**config.mk**
```make
export PLATFORM = sky130hd
export DESIGN_NAME = mi3_merge
export DESIGN_NICKNAME = d
export VERILOG_FILES = /design/src/sv/mi3_pkg.sv /design/src/sv/mi3_merge.sv
export SDC_FILE = /design/constraint.sdc
export NUM_CORES = 1
export LEC_CHECK = 0
export BUFFER_PORTS_ARGS = -buffer_cell sky130_fd_sc_hd__buf_4
export CAP_MARGIN = 20
export CORE_AREA = 3 3 281 283
export DETAILED_ROUTE_END_ITERATION = 10
export DIE_AREA = 0 0 284 286
export PLACE_DENSITY = 0.6
export SETUP_SLACK_MARGIN = 0.4
export SYNTH_ARGS = -nofsm -noshare
export SYNTH_HDL_FRONTEND = slang
export SYNTH_SLANG_ARGS = --single-unit
```
**constraint.sdc**
```tcl
create_clock -name clk -period 111 [get_ports clk]
set_clock_uncertainty 0.15 [all_clocks]
set_input_delay 5.55 -clock clk [delete_from_list [all_inputs] [get_ports clk]]
set_output_delay 5.55 -clock clk [all_outputs]
set_load 0.005 [all_outputs]
```
**src/sv/mi3_pkg.sv**
```systemverilog
`default_nettype none

package mi3_pkg;

	// Field geometry
	localparam int EW = 16;                       // input element width
	localparam int FB = 16;                       // fraction bits of each result
	localparam int OW = 32;                       // result element width
	localparam int NE = 9;                        // elements per matrix

	// Internal widths, all exact for full-range inputs
	localparam int PW   = 2 * EW;                 // element product
	localparam int CW   = 2 * EW + 1;             // signed cofactor
	localparam int CMW  = 2 * EW;                 // cofactor magnitude
	localparam int DPW  = 3 * EW;                 // row-0 element times cofactor
	localparam int DETW = 3 * EW + 1;             // signed determinant
	localparam int DMW  = 3 * EW;                 // determinant magnitude
	localparam int NUMW = DMW + OW;               // scaled dividend
	localparam int QRW  = OW + 1;                 // rounded quotient

	// Pipeline depths
	localparam int FRONT_LAT = 5;                 // products, cofactors, det terms, det, |det|
	localparam int LANE_LAT  = OW + 3;            // setup, one step per quotient bit, round, clamp
	localparam int LAT       = FRONT_LAT + LANE_LAT;
	localparam int DLN       = OW + 2;            // divisor taps used by a lane

	// Stream widths, padded to whole bytes
	localparam int INW  = ((NE * EW + 7) / 8) * 8;
	localparam int OUTW = ((NE * OW + 7) / 8) * 8;

	// Clamp limits as magnitudes
	localparam logic [QRW-1:0] POS_LIM = QRW'((64'd1 << (OW - 1)) - 64'd1);
	localparam logic [QRW-1:0] NEG_LIM = QRW'(64'd1 << (OW - 1));

	typedef logic signed [EW-1:0] elem_t;
	typedef logic signed [CW-1:0] cof_t;
	typedef logic [DMW-1:0]       dmag_t;
	typedef logic signed [OW-1:0] res_t;

	typedef struct packed {
		logic vld;
		logic sing;
	} ctl_t;

	// Row or column index of the first and second survivor when index k is struck out
	function automatic int lo_idx(input int k);
		return (k == 0) ? 1 : 0;
	endfunction

	function automatic int hi_idx(input int k);
		return (k == 2) ? 1 : 2;
	endfunction

endpackage

`default_nettype wire

```
**src/sv/mi3_merge.sv**
```systemverilog
`default_nettype none

module mi3_merge import mi3_pkg::*; (
	input  wire              clk,
	input  wire              arst_n,
	input  wire ctl_t        ctl,
	input  wire res_t        res [NE],
	input  wire              m_tready,
	output logic             m_tvalid,
	output logic [OUTW-1:0]  m_tdata,
	output logic             m_tuser,
	output logic             en
);

	logic [OUTW-1:0] pack;
	logic            leave;
	logic            out_v_q;
	logic            skid_v_q;
	logic [OUTW-1:0] out_d_q;
	logic            out_u_q;
	logic [OUTW-1:0] skid_d_q;
	logic            skid_u_q;

	// Zero every element of a singular matrix
	always_comb begin
		pack = '0;
		for (int k = 0; k < NE; k++) begin
			pack[k * OW +: OW] = ctl.sing ? '0 : res[k];
		end
	end

	// The pipeline moves only while the skid slot is free
	assign en    = !skid_v_q;
	assign leave = en && ctl.vld;

	always_ff @(posedge clk or negedge arst_n) begin
		if (!arst_n) begin
			out_v_q  <= 1'b0;
			skid_v_q <= 1'b0;
		end else begin
			if (!out_v_q || m_tready) begin
				out_v_q  <= skid_v_q || leave;
				skid_v_q <= 1'b0;
			end else if (leave) begin
				skid_v_q <= 1'b1;
			end
		end
	end

	always_ff @(posedge clk) begin
		if (!out_v_q || m_tready) begin
			if (skid_v_q) begin
				out_d_q <= skid_d_q;
				out_u_q <= skid_u_q;
			end else begin
				out_d_q <= pack;
				out_u_q <= ctl.sing;
			end
		end else if (leave) begin
			skid_d_q <= pack;
			skid_u_q <= ctl.sing;
		end
	end

	assign m_tvalid = out_v_q;
	assign m_tdata  = out_d_q;
	assign m_tuser  = out_u_q;

endmodule

`default_nettype wire

```
==> flow_summary.json, run 1 <==
{
  "worstSetupEndpointType": "flop",
  "core_mm2": 0.0770,
  "grt_use_total": 0.136,
  "syn_area_per_cell_um2": 18.7,
  "die_h_um": 286,
  "holdPathStages": 1,
  "multi_input_area_mm2": 0.00509,
  "timing.setup.tns_ns": 0,
  "start_kind": "input pin",
  "ys_ff_latch": 580,
  "cp_data_required_time_ns": 111.04,
  "met2WireLength_mm": 28.5,
  "grt_max_degree": 167,
  "htree_levels": 3,
  "relSlewSlack": 0.294,
  "cp_max_fo": 166,
  "antenna_found_initial": 5,
  "cts_hold_buf": 0,
  "dpl.cell_count": 2798,
  "timing.rr.start": "skid_v_q",
  "place.gp.congestion": 0.786,
  "leakage_uw": 0.0118,
  "vias": 12661,
  "arrival_ns": 8.13,
  "ys_warn_count": 0,
  "cap_violations": 0,
  "min_to": "m_tdata[90]",
  "mostFrequentLayoutCells": "593 x buf_4, 578 x edfxtp_1, 288 x nor2b_1",
  "rows": 102,
  "cts.sinks": 580,
  "highest_layer": "met5",
  "drtIter0Drc": 706,
  "ir_drop_uv": 10.6,
  "rsz0062_at_grt": "no",
  "fmax_mhz": 124,
  "final_common_cell": "buf_4",
  "clockRootBuffer": "clkbuf_16",
  "cts_resized": 0,
  "status": "finished, final reports clean",
  "syn-num-nets": 1519,
  "yosysUniqueCellTypes": 13,
  "route.detailed.drc": 0,
  "first_global_vias": 13478,
  "clk_pin_slew_ns": 0.06,
  "fin_crit_sh": 0.0729,
  "via_per_inst": 4.34,
  "cts_setup_buffers": 0,
  "finalHoldViolCount": 0,
  "wirelength_met1_mm": 22.8,
  "r2r_end": "m_tdata[115]",
  "post_route_cells_drive_above_1_share": 0.417,
  "ff_latch_area_mm2": 0.0174,
  "ant_nets": 0,
  "first_pass_iters": 5,
  "area_growth_pct": 32.8,
  "cts_tree": "yes",
  "syn_inst": 1226,
  "worstHoldPathType": "flop to flop",
  "reg2reg_slack_ns": 107.21,
  "synth_area_mm2": 0.0229,
  "start_util": 0.297,
  "num-nets-final": 2120,
  "slew_violations": 0,
  "overflow": 0,
  "stdcell_count": 2915,
  "post_drt_wl_per_cell_um": 19.8,
  "die_w_um": 284,
  "numCtsBuffers": 66,
  "fillers": 7061,
  "port_buffers": 583,
  "grt_pass1_wl_mm": 85.1,
  "num_io_pins": 584,
  "rr_worst_depth": 4,
  "die_area_mm2": 0.0812,
  "powerDensity_mw_per_mm2": 17.4,
  "wirelength_mm": 57.6,
  "postLayoutCoreUtil": 0.395,
  "clockBufferDepth": 3,
  "setup_viol_count_final": 0,
  "clock_latency_ns": 0.60,
  "min_from": "skid_d_q[90]",
  "dpl.hpwl_mm": 37.3,
  "tightest_slew_ns": 1.06,
  "fin_crit_ns": 8.09,
  "wl_met3_mm": 4.29,
  "crit_type": "input pin to flop",
  "yosysSeqAreaShare": 0.761
}
[critical path, cell delays in order]
cell and delay, ns:
buf_4 0.11, nand2b_4 0.32, nor3b_2 0.34, buf_12 0.71, buf_4 0.89
[report_power, final]
part           internal [µW]  total (µW)  leakage [µW]  switching, µW
combinational           29.2        54.8       0.00504           25.6
sequential               261         266       0.00575           5.05
clock                    121         209       0.00100           88.4
[cells in the mapped netlist]
cell type | number | area share
nor2b_1 | 288 | 0.079
buf_6 | 3 | 0.0015
inv_2 | 1 | 0.00016
mux2_2 | 90 | 0.044
nand2b_1 | 1 | 0.00027
nand2_1 | 1 | 0.00016
dfrtp_1 | 2 | 0.0022
edfxtp_1 | 578 | 0.76
buf_4 | 24 | 0.0079
nor2_1 | 2 | 0.00033
nor3b_1 | 1 | 0.00033
mux2_1 | 199 | 0.098
buf_2 | 36 | 0.0079
[metrics by stage]
| stage | instance area [µm²] | power, µW | setup slack [ns] | hold slack, ns |
|---|---|---|---|---|
| after floorplan | 22900 | 300 | 59.52 | 0.351 |
| after global placement | 28300 | 326 | 101.82 | 0.356 |
| after detailed placement | 28300 | 327 | 101.80 | 0.360 |
| after CTS | 30400 | 539 | 102.41 | 0.358 |
| after global routing | 30400 | 552 | 102.69 | 0.373 |
| final | 30400 | 530 | 102.91 | 0.355 |
[how the worst max path moves through the flow]
| stage | cells after the start | from | end | slack [ns] |
|---|---|---|---|---|
| after CTS | 5 | m_tready | skid_d_q[178] | 102.41 |
| after global routing | 5 | m_tready | skid_d_q[178] | 102.69 |
| after floorplan | 2 | m_tready | skid_d_q[0] | 59.52 |
| final | 5 | m_tready | skid_d_q[178] | 102.91 |
| after detailed placement | 5 | m_tready | skid_d_q[198] | 101.80 |
| after global placement | 5 | m_tready | skid_d_q[198] | 101.82 |
[flip-flops by register name, summed over array words and instances (netlist names)]
name	count
skid_u_q	1
m_tvalid	1
skid_v_q	1
skid_d_q	288
m_tdata	288
m_tuser	1
[kinds of logic after synthesis]
logic type	Yosys count	synth area share
mux	289	0.142
flops	580	0.761
simple gates	293	0.0798
buf+inv	64	0.0174
[layer usage]
layer  vias up  global-route usage
li1       5779                   -
met4         6              0.0602
met2       433               0.224
met1      6330               0.164
met3       113              0.0414
met5         -                   0
[layout make-up]
| type | instances | share of cell area |
|---|---|---|
| sequential | 580 | 0.573 |
| multi-input combinational | 582 | 0.168 |
| timing repair buffer | 596 | 0.149 |
| clock buffer | 77 | 0.0564 |
| tap | 1040 | 0.0428 |
| clock inverter | 38 | 0.0112 |
| inverter | 1 | 0.000371 |
| antenna | 1 | 0.0000824 |
Note: power is estimated with default switching activity, not from simulation.
==> run 2, diff against run 1 <==
--- a/config.mk
+++ b/config.mk
@@ -5,11 +5,12 @@
 export SDC_FILE = /design/constraint.sdc
 export NUM_CORES = 1
 export LEC_CHECK = 0
+export ABC_AREA = 1
 export BUFFER_PORTS_ARGS = -buffer_cell sky130_fd_sc_hd__buf_4
 export CAP_MARGIN = 20
-export CORE_AREA = 3 3 281 283
+export CORE_AREA = 3 3 286 288
 export DETAILED_ROUTE_END_ITERATION = 10
-export DIE_AREA = 0 0 284 286
+export DIE_AREA = 0 0 289 291
 export PLACE_DENSITY = 0.6
 export SETUP_SLACK_MARGIN = 0.4
 export SYNTH_ARGS = -nofsm -noshare
==> constraint.sdc (replaced) <==
create_clock -name clk -period 7.6 [get_ports clk]
set_clock_uncertainty 0.15 [all_clocks]
set_input_delay 0.38 -clock clk [delete_from_list [all_inputs] [get_ports clk]]
set_output_delay 0.38 -clock clk [all_outputs]
set_load 0.005 [all_outputs]
==> run 2 against run 1 <==
Sequential cell count unchanged. Worst hold slack got worse by 0.25 ns. Register-to-register slack got worse by 100 ns. Wire length increased by 20%. Core utilization increased by 3.8 points. Critical path depth decreased by 1. Global-route usage increased by 2.2 points. Via count increased by 41%. Area after synthesis increased by 4.1%. Clock power increased to 16 times the previous value. Die area increased by 3.5%. Combinational power increased to 18 times the previous value. Critical path type is now flop to flop. Critical endpoint is now skid_d_q[234]. Highest routed layer is now met4.
==> flow_summary.json, run 2 <==
{
  "arrival_ns": 3.69,
  "min_from": "ctl[0]",
  "synthTopCellsByArea": "edfxtp_1 73%, nand2_1 9.1%, nand3_1 6.0%",
  "status": "finished, final reports clean",
  "finalHoldViolCount": 0,
  "crit_slowest_cell": "nor2_4",
  "clockBufferDepth": 3,
  "synth_common_cells": "580 x nand2_1, 578 x edfxtp_1, 291 x nor2_1, 289 x inv_1, 288 x nand3_1",
  "min_to": "skid_d_q[31]",
  "core_mm2": 0.0791,
  "final_common_cell": "buf_4",
  "numCtsBuffers": 66,
  "tightest_slew_ns": 1.07,
  "cts_resized": 0,
  "clock_latency_ns": 0.59,
  "slew_violations": 0,
  "worstSetupEndpointType": "flop",
  "synth-edff-count": 578,
  "mostFrequentLayoutCells": "592 x buf_4, 579 x nand2_1, 578 x edfxtp_1",
  "place.gp.congestion": 0.783,
  "crit_path_max_incr_delay_ns": 0.79,
  "timing.rr.start": "skid_v_q",
  "syn_inst": 2158,
  "start_util": 0.301,
  "num_io_pins": 584,
  "critPathTopFamily": "simple AND/OR/NAND/NOR gates",
  "rsz0062_at_grt": "no",
  "clk_pin_slew_ns": 0.05,
  "worstHoldPathType": "input pin to flop",
  "ir_drop_uv": 149,
  "ant_nets": 0,
  "route.detailed.drc": 0,
  "area_growth_pct": 43.6,
  "r2r_end": "skid_d_q[234]",
  "start_kind": "flop",
  "fmax_mhz": 273,
  "synth_top_area_share": 0.728,
  "relSlewSlack": 0.290,
  "port_buffers": 583,
  "die_w_um": 289,
  "reg2reg_slack_ns": 3.94,
  "yosysUniqueCellTypes": 13,
  "post_route_cells_drive_above_1_share": 0.229,
  "via_per_inst": 4.36,
  "fin_crit_ns": 3.66,
  "yosysTopAreaCell": "edfxtp_1",
  "worst-path-stages": 4,
  "cts.sinks": 580,
  "vias": 17795,
  "rr_worst_depth": 4,
  "htree_levels": 3,
  "overflow": 0,
  "clockRootBuffer": "clkbuf_16",
  "dpl_cell_area_mm2": 0.0291,
  "setup_viol_count_final": 0,
  "first_global_vias": 17872,
  "leakage_uw": 0.0155,
  "grt_pass1_wl_mm": 104,
  "grt_max_degree": 146,
  "synth_top_flop_cell": "edfxtp_1",
  "cts_setup_buffers": 0,
  "fin_area_mm2": 0.0342,
  "synth_most_common_cell": "nand2_1",
  "syn-num-nets": 2451,
  "worst_slack_ns": 3.94,
  "multi_input_area_mm2": 0.00474,
  "wirelength_mm": 68.9,
  "powerDensity_mw_per_mm2": 239,
  "cap_violations": 0,
  "ys_warn_count": 0,
  "synth_area_mm2": 0.0238,
  "die_h_um": 291,
  "holdPathStages": 2,
  "antenna_found_initial": 3,
  "post_drt_wl_per_cell_um": 16.9,
  "cp_max_fo": 128,
  "cts_tree": "yes",
  "crit_type": "flop to flop",
  "async_flop_share": 0.00345,
  "dpl.hpwl_mm": 41.9,
  "ys_ff_latch": 580,
  "first_pass_iters": 5,
  "drtIter0Drc": 1261,
  "grt_use_total": 0.158,
  "cp_data_required_time_ns": 7.63,
  "path_cells": "inv_8 > nand2_1 > nor2_4 > buf_12",
  "cp_num_buf_inv": 2,
  "ff_latch_area_mm2": 0.0174,
  "dp_slack_ns": 3.96,
  "die_area_mm2": 0.0841,
  "num-nets-final": 3280,
  "fillers": 7420,
  "rows": 103,
  "yosysSeqAreaShare": 0.731,
  "fin_crit_sh": 0.481,
  "syn_area_per_cell_um2": 11.0
}
-- run 2: changes by cell type after synthesis, moves of 25 or more --
cell	before	now
buf_2	36	69
clkbuf_1	0	25
inv_1	0	289
mux2_1	199	0
mux2_2	90	0
nand2_1	1	580
nand3_1	0	288
nor2_1	2	291
nor2b_1	288	0
-- run 2: cells by family after synthesis --
group                  count (synthesis)  synth area share
buffers and inverters                418            0.0715
flip-flops                           580             0.731
AND/OR/NAND/NOR                     1159             0.198
AO/OA/AOI/OAI                          1          0.000210
-- run 2: per-layer routing --
layer / share of wire / GRT usage
met2: 0.50 / 0.268
met4: 0.040 / 0.0717
met5: 0 / 0
met1: 0.39 / 0.191
met3: 0.073 / 0.0357
-- run 2: area by class of cell --
class | instances | share of cell area
multi-input combinational | 1160 | 0.139
clock buffer | 82 | 0.0519
clock inverter | 33 | 0.0119
sequential | 580 | 0.509
inverter | 291 | 0.0325
tap | 1050 | 0.0384
timing repair buffer | 888 | 0.218
antenna | 2 | 0.000146
-- run 2: what timing repair did --
action                                 CTS  global route
setup endpoints to repair                0             0
hold buffers                           291             0
endpoints found under the hold margin  578             0
-- run 2: how the worst max path moves through the flow --
stage               startpoint             to
finish                skid_v_q  skid_d_q[234]
global route          skid_v_q   m_tdata[104]
floorplan             m_tready    skid_d_q[0]
detailed placement    skid_v_q  skid_d_q[186]
global placement      skid_v_q  skid_d_q[170]
CTS                   skid_v_q  skid_d_q[182]
-- run 2: per-stage QoR --
step	total power (µW)	util	hold slack, ns	TNS, ns	instances
finish	8170	0.432	0.103	0	4086
floorplan	4340	-	-0.0656	-2091.08	2158
global placement	4860	0.368	0.0154	0	3678
CTS	8280	0.432	0.0712	0	4084
global route	8510	0.432	0.0841	0	4086
detailed placement	4870	0.368	0.0150	0	3678
-- run 2: report_power, final --
part	switching, µW	leakage, µW	total, µW	internal, µW
logic	515	0.00867	1000	485
registers	103	0.00575	3930	3820
clock network	1300	0.00106	3240	1940
